`config.mk`:
```
export PLATFORM = sky130hd
export DESIGN_NAME = bafl_scan
export DESIGN_NICKNAME = d
export VERILOG_FILES = /design/src/hdl/bafl_pkg.sv /design/src/hdl/bafl_scan.sv
export SDC_FILE = /design/constraint.sdc
export NUM_CORES = 1
export LEC_CHECK = 0
export BUFFER_PORTS_ARGS = -buffer_cell sky130_fd_sc_hd__buf_2
export CORE_AREA = 2 2 97 169
export CTS_CLUSTER_SIZE = 20
export DETAILED_ROUTE_END_ITERATION = 10
export DIE_AREA = 0 0 99 171
export GPL_TIMING_DRIVEN = 1
export PLACE_DENSITY = 0.91
export SLEW_MARGIN = 20
export SYNTH_ARGS = -nofsm -noshare
export SYNTH_HDL_FRONTEND = slang
export SYNTH_SLANG_ARGS = --single-unit
export TNS_END_PERCENT = 1
```
`constraint.sdc`:
```
create_clock -name clk_i -period 5.4 [get_ports clk_i]
set_clock_uncertainty 0.15 [all_clocks]
set_input_delay 0.27 -clock clk_i [delete_from_list [all_inputs] [get_ports clk_i]]
set_output_delay 0.27 -clock clk_i [all_outputs]
set_load 0.005 [all_outputs]
```
`src/hdl/bafl_pkg.sv`:
```
package bafl_pkg;

  // Sensor geometry and neighborhood size.
  localparam int MAX_COLUMNS = 1024;
  localparam int MAX_ROWS    = 512;
  localparam int MAX_RADIUS  = 3;

  // Derived widths.
  localparam int COL_W    = $clog2(MAX_COLUMNS);
  localparam int ROW_W    = $clog2(MAX_ROWS);
  localparam int WIDTH_W  = $clog2(MAX_COLUMNS + 1);
  localparam int HEIGHT_W = $clog2(MAX_ROWS + 1);
  localparam int RAD_W    = $clog2(MAX_RADIUS + 1);
  localparam int OFS_W    = RAD_W + 1;
  localparam int PIXELS   = MAX_COLUMNS * MAX_ROWS;
  localparam int ADDR_W   = $clog2(PIXELS);
  localparam int TIME_W   = 32;

  // Configuration port and register widths.
  localparam int CFG_IDX_W  = 2;
  localparam int CFG_DATA_W = 32;
  localparam int CFG_RAD_W  = 2;
  localparam int CFG_COLS_W = 11;
  localparam int CFG_ROWS_W = 10;

  // Register reset values.
  localparam logic [TIME_W-1:0]     WINDOW_RST  = 32'd1000;
  localparam logic [CFG_RAD_W-1:0]  RADIUS_RST  = 2'd1;
  localparam logic [CFG_COLS_W-1:0] COLUMNS_RST = 11'd640;
  localparam logic [CFG_ROWS_W-1:0] ROWS_RST    = 10'd480;

  // Register indexes.
  typedef enum logic [CFG_IDX_W-1:0] {
    REG_TIME_WINDOW = 2'd0,
    REG_RADIUS      = 2'd1,
    REG_COLUMNS     = 2'd2,
    REG_ROWS        = 2'd3
  } cfg_reg_e;

  // Effective configuration, already saturated to the sensor limits.
  typedef struct packed {
    logic [TIME_W-1:0]   window;
    logic [RAD_W-1:0]    radius;
    logic [WIDTH_W-1:0]  width;
    logic [HEIGHT_W-1:0] height;
  } cfg_t;

  // One entry of the per-pixel store.
  typedef struct packed {
    logic              seen;
    logic [TIME_W-1:0] stamp;
  } mem_word_t;

  // Access request from the sequencer to the pixel memory.
  typedef struct packed {
    logic              we;
    logic [ADDR_W-1:0] waddr;
    mem_word_t         wdata;
    logic              re;
    logic [ADDR_W-1:0] raddr;
  } mem_req_t;

  // Result word.
  typedef struct packed {
    logic keep;
    logic bad;
  } res_t;

endpackage

```
`src/hdl/bafl_scan.sv`:
```
module bafl_scan import bafl_pkg::*; (
  input  logic              clk_i,
  input  logic              rst_ni,
  input  cfg_t              cfg_i,
  input  logic              in_valid_i,
  output logic              in_stall_o,
  input  logic [COL_W-1:0]  col_i,
  input  logic [ROW_W-1:0]  row_i,
  input  logic [TIME_W-1:0] time_i,
  output mem_req_t          mem_o,
  input  mem_word_t         rdata_i,
  output logic              done_o,
  output res_t              res_o,
  input  logic              take_i
);

  localparam int XW = COL_W + 2;
  localparam int YW = ROW_W + 2;

  typedef enum logic [2:0] {
    ST_CLEAR,
    ST_IDLE,
    ST_SCAN,
    ST_DRAIN,
    ST_DONE
  } state_e;

  state_e                   state_q, state_d;
  logic [ADDR_W-1:0]        clr_q, clr_d;
  logic signed [OFS_W-1:0]  dx_q, dx_d, dy_q, dy_d;
  logic [COL_W-1:0]         col_q, col_d;
  logic [ROW_W-1:0]         row_q, row_d;
  logic [TIME_W-1:0]        thr_q, thr_d;
  logic                     nofloor_q, nofloor_d;
  logic                     keep_q, keep_d;
  logic                     bad_q, bad_d;
  logic                     rd_pend_q, rd_pend_d;

  logic                     accept;
  logic                     in_bad;
  logic signed [OFS_W-1:0]  rad_s;
  logic signed [XW-1:0]     nx;
  logic signed [YW-1:0]     ny;
  logic                     in_bounds;
  logic                     center;
  logic                     hit;

  // Linear pixel address, row major.
  function automatic logic [ADDR_W-1:0] pixel_addr(logic [COL_W-1:0] c, logic [ROW_W-1:0] r);
    return ADDR_W'(r) * ADDR_W'(MAX_COLUMNS) + ADDR_W'(c);
  endfunction

  // Input checks and the neighbor position under test.
  assign accept = (state_q == ST_IDLE) && in_valid_i;
  assign in_bad = (WIDTH_W'(col_i) >= cfg_i.width) || (HEIGHT_W'(row_i) >= cfg_i.height);
  assign rad_s  = $signed({1'b0, cfg_i.radius});
  assign nx     = $signed({2'b00, col_q}) + XW'(dx_q);
  assign ny     = $signed({2'b00, row_q}) + YW'(dy_q);
  assign center = (dx_q == '0) && (dy_q == '0);
  assign in_bounds = !nx[XW-1] && !ny[YW-1]
                     && (32'(nx[XW-2:0]) < 32'(cfg_i.width))
                     && (32'(ny[YW-2:0]) < 32'(cfg_i.height));

  // A neighbor supports the event when it was seen and is recent enough.
  assign hit = rd_pend_q && rdata_i.seen && (nofloor_q || (rdata_i.stamp >= thr_q));

  // Memory traffic: clearing pass, the event's own write, neighbor reads.
  always_comb begin
    mem_o.we    = (state_q == ST_CLEAR) || (accept && !in_bad);
    mem_o.waddr = (state_q == ST_CLEAR) ? clr_q : pixel_addr(col_i, row_i);
    mem_o.wdata = (state_q == ST_CLEAR) ? '0 : mem_word_t'{seen: 1'b1, stamp: time_i};
    mem_o.re    = (state_q == ST_SCAN) && in_bounds && !center;
    mem_o.raddr = pixel_addr(nx[COL_W-1:0], ny[ROW_W-1:0]);
  end

  // Sequencer next state.
  always_comb begin
    state_d   = state_q;
    clr_d     = clr_q;
    dx_d      = dx_q;
    dy_d      = dy_q;
    col_d     = col_q;
    row_d     = row_q;
    thr_d     = thr_q;
    nofloor_d = nofloor_q;
    keep_d    = keep_q | hit;
    bad_d     = bad_q;
    rd_pend_d = mem_o.re;
    unique case (state_q)
      ST_CLEAR: begin
        clr_d = clr_q + ADDR_W'(1);
        if (clr_q == ADDR_W'(PIXELS - 1)) begin
          state_d = ST_IDLE;
        end
      end
      ST_IDLE: begin
        if (accept) begin
          col_d     = col_i;
          row_d     = row_i;
          thr_d     = time_i - cfg_i.window;
          nofloor_d = time_i < cfg_i.window;
          dx_d      = -rad_s;
          dy_d      = -rad_s;
          keep_d    = 1'b0;
          bad_d     = in_bad;
          state_d   = in_bad ? ST_DONE : ST_SCAN;
        end
      end
      ST_SCAN: begin
        if (dx_q == rad_s) begin
          dx_d = -rad_s;
          if (dy_q == rad_s) begin
            state_d = ST_DRAIN;
          end else begin
            dy_d = dy_q + $signed(OFS_W'(1));
          end
        end else begin
          dx_d = dx_q + $signed(OFS_W'(1));
        end
      end
      ST_DRAIN: begin
        state_d = ST_DONE;
      end
      ST_DONE: begin
        if (take_i) begin
          state_d = ST_IDLE;
        end
      end
      default: state_d = ST_IDLE;
    endcase
  end

  // State and registered outputs.
  always_ff @(posedge clk_i or negedge rst_ni) begin
    if (!rst_ni) begin
      state_q   <= ST_CLEAR;
      clr_q     <= '0;
      dx_q      <= '0;
      dy_q      <= '0;
      col_q     <= '0;
      row_q     <= '0;
      thr_q     <= '0;
      nofloor_q <= 1'b0;
      keep_q    <= 1'b0;
      bad_q     <= 1'b0;
      rd_pend_q <= 1'b0;
    end else begin
      state_q   <= state_d;
      clr_q     <= clr_d;
      dx_q      <= dx_d;
      dy_q      <= dy_d;
      col_q     <= col_d;
      row_q     <= row_d;
      thr_q     <= thr_d;
      nofloor_q <= nofloor_d;
      keep_q    <= keep_d;
      bad_q     <= bad_d;
      rd_pend_q <= rd_pend_d;
    end
  end

  assign in_stall_o = (state_q != ST_IDLE);
  assign done_o     = (state_q == ST_DONE);
  assign res_o      = '{keep: keep_q, bad: bad_q};

endmodule

```
==> results of run 1 <==
[placed cells by master (no fill, tap or decap), types with 5 or more instances in the layout]
| cell | synthesis | layout |
|---|---|---|
| sky130_fd_sc_hd__nor4_1 | 5 | 5 |
| sky130_fd_sc_hd__a21oi_1 | 62 | 62 |
| sky130_fd_sc_hd__o21ai_0 | 74 | 74 |
| sky130_fd_sc_hd__nor2b_1 | 9 | 9 |
| sky130_fd_sc_hd__a21o_1 | 30 | 30 |
| sky130_fd_sc_hd__ha_1 | 129 | 129 |
| sky130_fd_sc_hd__dfrtp_1 | 83 | 83 |
| sky130_fd_sc_hd__and3_1 | 10 | 10 |
| sky130_fd_sc_hd__nand4_1 | 16 | 16 |
| sky130_fd_sc_hd__o21a_1 | 13 | 13 |
| sky130_fd_sc_hd__nand3_1 | 20 | 20 |
| sky130_fd_sc_hd__or3_1 | 6 | 6 |
| sky130_fd_sc_hd__inv_1 | 112 | 112 |
| sky130_fd_sc_hd__clkbuf_16 | 0 | 9 |
| sky130_fd_sc_hd__nor3_1 | 16 | 15 |
| sky130_fd_sc_hd__buf_4 | 6 | 7 |
| sky130_fd_sc_hd__nand2_1 | 182 | 181 |
| sky130_fd_sc_hd__nand2b_1 | 18 | 18 |
| sky130_fd_sc_hd__a31oi_1 | 14 | 14 |
| sky130_fd_sc_hd__a211oi_1 | 8 | 8 |
| sky130_fd_sc_hd__o2111ai_1 | 7 | 7 |
| sky130_fd_sc_hd__buf_2 | 5 | 218 |
| sky130_fd_sc_hd__o211ai_1 | 6 | 6 |
| sky130_fd_sc_hd__nor2_1 | 50 | 50 |
| sky130_fd_sc_hd__xnor2_1 | 29 | 29 |
| sky130_fd_sc_hd__and2_1 | 35 | 35 |
| sky130_fd_sc_hd__o31ai_1 | 5 | 5 |
| sky130_fd_sc_hd__xor2_1 | 23 | 23 |
[cell type report]
class | instances | share of cell area, %
Sequential cell | 83 | 21.09
Inverter | 112 | 4.269
Antenna cell | 1 | 0.02541
Tap cell | 189 | 2.401
Timing Repair Buffer | 226 | 11.71
Multi-Input combinational cell | 837 | 57.82
Clock inverter | 4 | 0.2795
Clock buffer | 12 | 2.401
[worst max-delay path by stage]
stage	endpoint	slack, ps	cells past startpoint
2_1_floorplan	mem_o[19]	1440	16
3_3_place_gp	mem_o[19]	1150	16
3_5_place_dp	mem_o[19]	1120	16
4_1_cts	mem_o[19]	720	16
5_1_grt	mem_o[19]	310	16
6_report	mem_o[19]	700	16
[metrics by stage]
stage / util (%) / power [mW] / instances / instance area, sq um
3_3_place_gp: 61.18 / 4.215 / 1446 / 9572
6_report: 62.94 / 4.922 / 1464 / 9848
4_1_cts: 62.93 / 4.932 / 1463 / 9846
2_1_floorplan: - / 3.214 / 1071 / 8361
3_5_place_dp: 61.18 / 4.350 / 1446 / 9572
5_1_grt: 62.94 / 5.417 / 1464 / 9848
[worst min-delay path, delay by kind of cell]
kind	cells	cell delay, ps
buf+inv	1	100
simple gates	2	100
[registers in the layout, indices dropped and copies added, names as in the netlist]
register,count
thr_q,32
clr_q,19
col_q,10
row_q,9
dx_q,3
dy_q,3
state_q,3
bad_q,1
keep_q,1
nofloor_q,1
rd_pend_q,1
[metal layers]
| layer | GRT usage, % | wire length, um | vias to the layer above | share of wire [%] |
|---|---|---|---|---|
| met1 | 26.52 | 8031 | 3979 | 34 |
| met5 | 0 | 0 | - | 0 |
| met2 | 53.38 | 13120 | 286 | 56 |
| li1 | - | - | 4104 | - |
| met4 | 16.32 | 1240 | 0 | 5.3 |
| met3 | 2.083 | 1063 | 77 | 4.5 |
[timing repair]
| action | CTS | global route |
|---|---|---|
| endpoints found under the setup margin | 0 | 0 |
| hold endpoints to repair | 32 | 0 |
| hold buffers | 1 | 0 |
[synth_stat cells (all sizes together), types with 7 or more instances]
cell | number | area (sq um)
a211oi | 12 | 110.1
a21o | 31 | 234.0
a21oi | 62 | 310.3
a31oi | 14 | 87.58
and2 | 35 | 219.0
and3 | 10 | 62.56
buf | 14 | 81.32
clkbuf | 25 | 95.09
dfrtp | 83 | 2077
ha | 129 | 1614
inv | 112 | 420.4
nand2 | 183 | 689.4
nand2b | 18 | 112.6
nand3 | 20 | 100.1
nand4 | 16 | 100.1
nor2 | 50 | 187.7
nor2b | 9 | 56.30
nor3 | 16 | 80.08
o2111ai | 7 | 61.31
o211ai | 7 | 57.55
o21a | 13 | 97.59
o21ai | 79 | 402.9
or3 | 7 | 48.80
xnor2 | 29 | 254.0
xor2 | 23 | 201.4
[kinds of logic after synthesis]
family          count (synthesis)
compound gates                263
xor+xnor                       52
flops                          83
simple gates                  386
fa+ha+maj                     132
buf+inv                       151
mux                             4
[power groups by stage]
stage / Sequential (mW) / Clock (mW) / Combinational, mW
3_3_place_gp: 1.06 / 0 / 3.15
2_1_floorplan: 1.02 / 0 / 2.19
6_report: 1.07 / 0.561 / 3.29
4_1_cts: 1.07 / 0.565 / 3.30
5_1_grt: 1.10 / 0.588 / 3.72
3_5_place_dp: 1.08 / 0 / 3.27
==> flow_summary.toml, run 1 <==
[status]
status = "complete, no violations"

[placement]
dp_hpwl_um = 19390
preCtsSetupSlack_ps = 1117
buffer_ports.inserted = 219
place_congestion = 0.9665

[power_and_ir_drop]
ir_drop_mv = 0.2143
p_switching_mw = 2.304
total_leakage_power_nw = 5.288
pwr-share-seq_pct = 21.8
clockPowerShare_pct = 11.4
power.combinational.fraction_pct = 66.8
areal_power_density_over_the_cells_mw_per_mm2 = 499.8
power_switching_share_pct = 46.81
power.internal_mw = 2.618

[global_routing]
gr-usage-all-layers_pct = 27.02
first_pass_grt_wire_length_um = 36870
total_global_routing_overflow = 0
first_global_vias = 8271
initial_antenna_violation_count = 1
grt_start_max_net_pins = 63

[critical_path]
regToRegEndpoint = "rd_pend_q"
critical-path-max-stage-delay_ps = 480
timing.critical_path.to_type = "primary output"
cp-startpoint = "dx_q[0]"
r2r.worst_path.cells = 15
crit_family = "compound AO/OA/AOI/OAI gates"
setup.worst_path.class = "flop to primary output"
regToRegStartpoint = "dx_q[0]"
cp_data_required_time_ps = 4980
path_cells = "ha_1 > fa_1 > a21o_1 > a21oi_1 > o21bai_1 > a21oi_1 > o21ai_0 > mux2i_1 > nand2_1 > ha_1 > a22oi_1 > nand3_1 > a2111oi_0 > o21ai_0 > nor4_1 > buf_2"
critical_path.slowest_cell = "sky130_fd_sc_hd__dfrtp_1"
start_kind = "flop"
rrSetupSlack_ps = 1360
crit_fanout = 8
timing.critical_path.arrival_ps = 4280
timing.critical_path.buf_inv = 1

[timing]
rsz_0062_raised_after_global_routing = "no"
final_setup_violation_count = 0
worst_case_setup_margin_in_the_final_layout_ps = 701.4
maximum_frequency_from_static_timing_analysis_ghz = 0.2128
hold_viol_final = 0
worst-slew-pin-transition_ps = 1070
final.setup.tns_ps = 0
timing.slew.headroom_pct = 28.28
finalHoldWorstSlack_ps = 10.28
timing.final.crit_period_ps = 4699
final_max_slew_viol_count = 0
post-route-period-util_pct = 87.01

[logic_synthesis]
ys_ff_latch = 83
synth-warning-count = 0
ys_types = 66
netlist_area_before_placement_sq_mm = 0.008361
post_synth_mux_area_share_pct = 0.5088
postSynthNetCount = 1346
fraction_of_synthesized_cell_area_in_xor_and_xnor_cells_pct = 5.447
synth_flop_cell = "sky130_fd_sc_hd__dfrtp_1"
synth_edf_count = 0
synth-compound-area-share_pct = 20.19
synth_top_family_by_area = "simple AND/OR/NAND/NOR gates"
ys_async_sr_fraction_pct = 100.0
synth_seq_area_share_pct = 24.84
synth_cells = 1071
synth_fa_ha_area_share_pct = 20.02
syn-mean-instance-area_sq_um = 7.806
post_synth_and_or_nand_nor_area_fraction_pct = 21.85

[cts]
cts_resized = 0
tritoncts = "done"
cts_buffers = 9
clk_path_buf_depth = 2
worst_skew_pair.late_latency_ps = 340
clk_root_buffer_cell = "sky130_fd_sc_hd__clkbuf_16"
clkSinkCount = 83
cts-htree-levels = 3
clkSlewWorstSetupHoldPaths_ps = 60
postCtsSetupRepairBufs = 0

[floorplanning]
fp.dieArea_sq_mm = 0.01693
core_sq_mm = 0.01565
die_h_um = 171
floorplan.die.width_um = 99
initial_core_util_pct = 53.43
standard_cell_rows = 61
ios = 220

[layout]
multi_input_comb_area_sq_mm = 0.005694
fillers = 1374
layout-drive-gt1-share_pct = 20.17
design.final.nets = 1544
register_area_sq_mm = 0.002077
area_growth_syn_to_layout_pct = 17.79

[drt]
via_per_inst = 5.769
detail-route-antenna-nets = 0
via_count = 8446
initialDrtViolationCount = 295
drt-total-wl_um = 23450
dr_drc_count = 0
firstDrtPassIters = 5
drt-wirelength-per-cell_um = 16.02

[min_path]
worstHoldPathType = "primary input to flop"
worst_hold_endpoint = "row_q[6]"
worstHoldPathCells = 3
hold_start = "row_i[6]"

[job]
cap_violations = 0
Power figures use the tool's default switching activity.
==> run 2: changes to the inputs <==
GPL_TIMING_DRIVEN = 0   (was 1)
==> run 2 against run 1 <==
Effect of this change:
- wire length grew 5.9%
- register-to-register slack lost 290 ps
- worst hold slack improved by 6.1 ps
- critical endpoint unchanged
- cell count grew 2.2%
- global-route usage grew 1.9 points
- fmax shrank 7.3%
- first-iteration DRC count rose by 2.4%
- highest routed layer unchanged
- sequential power hardly changed
==> flow_summary.toml, run 2 (synthesis gave the netlist of run 1 again) <==
[cts]
clkSlewWorstSetupHoldPaths_ps = 60
clk_root_buffer_cell = "sky130_fd_sc_hd__clkbuf_16"
cts-htree-levels = 3
worst_skew_pair.late_latency_ps = 330
postCtsSetupRepairBufs = 0
tritoncts = "done"
cts_buffers = 9
clk_path_buf_depth = 2
clkSinkCount = 83

[power_and_ir_drop]
power.combinational.fraction_pct = 66.6
fin_total_pwr_mw = 5.057
pwr-share-seq_pct = 21.3
power.internal_mw = 2.692
power_switching_share_pct = 46.76
p_switching_mw = 2.365
ir_drop_mv = 0.2607
areal_power_density_over_the_cells_mw_per_mm2 = 504.2
clockPowerShare_pct = 12.1
total_leakage_power_nw = 5.380

[floorplanning]
die_h_um = 171
fp.dieArea_sq_mm = 0.01693
standard_cell_rows = 61
floorplan.die.width_um = 99
initial_core_util_pct = 53.43
ios = 220
core_sq_mm = 0.01565

[critical_path]
regToRegEndpoint = "rd_pend_q"
start_kind = "flop"
critical-path-max-stage-delay_ps = 480
r2r.worst_path.cells = 15
path_cells = "ha_1 > fa_1 > a21o_1 > a21oi_1 > o21bai_1 > a21oi_1 > o21ai_0 > mux2i_1 > nand2_1 > ha_1 > a22oi_1 > nand3_1 > a2111oi_1 > o21ai_0 > nor4_2 > buf_4 > buf_2"
timing.critical_path.to_type = "primary output"
cp-startpoint = "dx_q[0]"
cp_data_required_time_ps = 4980
timing.critical_path.arrival_ps = 4650
rrSetupSlack_ps = 1070
crit_end = "mem_o[19]"
critical_path.slowest_cell = "sky130_fd_sc_hd__dfrtp_1"
setup.worst_path.class = "flop to primary output"
regToRegStartpoint = "dx_q[0]"
crit_fanout = 8

[layout]
register_area_sq_mm = 0.002077
largest_registers = "thr_q x32, clr_q x19, col_q x10"
fillers = 1296
max_flop_register = "thr_q"
design.final.nets = 1577
finish.utilization_pct = 64.11
final-instance-count-excl-fill = 1496
layout-drive-gt1-share_pct = 20.20
multi_input_comb_area_sq_mm = 0.005694
mostFrequentLayoutCells = "222 x sky130_fd_sc_hd__buf_2, 182 x sky130_fd_sc_hd__nand2_1, 129 x sky130_fd_sc_hd__ha_1"
layout_commonest_cell = "sky130_fd_sc_hd__buf_2"
largest_register_ff_count = 32
diodes = 0
area_growth_syn_to_layout_pct = 19.98

[global_routing]
met2_usage_pct = 57.11
global_route.usage.met1_pct = 28.93
gr-usage-all-layers_pct = 28.94
initial_antenna_violation_count = 0
grt_start_max_net_pins = 50
total_global_routing_overflow = 0
grt_use_met3_pct = 2.247
first_pass_grt_wire_length_um = 39480
busiest_grt_layer = "met2"
first_global_vias = 8645

[timing]
final_setup_violation_count = 0
hold_viol_final = 0
maximum_frequency_from_static_timing_analysis_ghz = 0.1974
final_max_slew_viol_count = 0
worst-slew-pin-transition_ps = 830.8
finalHoldWorstSlack_ps = 16.38
final.setup.tns_ps = 0
timing.slew.headroom_pct = 44.61
post-route-period-util_pct = 93.82
timing.final.crit_period_ps = 5066

[drt]
drt-wirelength-per-cell_um = 16.60
drt-total-wl_um = 24840
via_count = 8615
via_per_inst = 5.759
firstDrtPassIters = 6
initialDrtViolationCount = 302
dr_drc_count = 0
detail-route-antenna-nets = 0

[placement]
dp_hpwl_um = 20450
buffer_ports.inserted = 218
placed_cells_incl_taps = 1479
place_congestion = 0.9733

[min_path]
worstHoldPathType = "primary input to flop"

[job]
cap_violations = 0

[status]
status = "complete, no violations"
run 2: repair_timing:
item,CTS,global route
hold buffers,1,0
gates resized for setup,0,2
hold endpoints to repair,34,0
endpoints found under the setup margin,0,1
run 2: power by group through the flow:
stage                     registers (mW)  logic (mW)  clock network, mW
after floorplan                     1.02        2.19                  0
after global placement              1.06        3.19                  0
after detailed placement            1.08        3.33                  0
after CTS                           1.07        3.36              0.616
after global routing                1.11        3.81              0.642
final                               1.08        3.37              0.611
run 2: per-layer routing:
| layer | share of wire (%) | wire (um) |
|---|---|---|
| met5 | 0 | 0 |
| met4 | 4.8 | 1201 |
| met3 | 4.4 | 1085 |
| met2 | 56 | 13900 |
| met1 | 35 | 8648 |
run 2: worst max-delay path: cells and delay by family, from the launching register on:
| family | cells | cell delay, ps |
|---|---|---|
| compound gates | 8 | 1800 |
| fa+ha+maj | 3 | 1020 |
| simple gates | 3 | 550 |
| flops | 1 | 480 |
| buf+inv | 2 | 260 |
| mux | 1 | 220 |
run 2: how the worst min path moves through the flow:
| stage | from | to | depth (start not counted) |
|---|---|---|---|
| final | row_i[4] | row_q[4] | 3 |
| after global routing | row_i[2] | row_q[2] | 3 |
| after CTS | row_i[4] | row_q[4] | 3 |
| after detailed placement | rst_ni | thr_q[26] | 1 |
| after global placement | thr_q[15] | thr_q[15] | 2 |
| after floorplan | rst_ni | bad_q | 0 |
run 2: area by class of cell:
class                   instances  share of cell area [%]
plain buffers                  39                   1.759
clock buffers                  11                   2.420
clock inverters                 5                  0.5239
inverters                     112                   4.191
multi-input cells             837                   56.77
flip-flops and latches         83                   20.71
well taps                     189                   2.357
repair buffers                220                   11.28
run 2: stage by stage:
stage	cell area, sq um	setup WS [ps]
global route	10030	-16.42
floorplan	8361	1439
detailed placement	9718	711.4
CTS	10020	311.7
finish	10030	333.8
global placement	9688	781.3
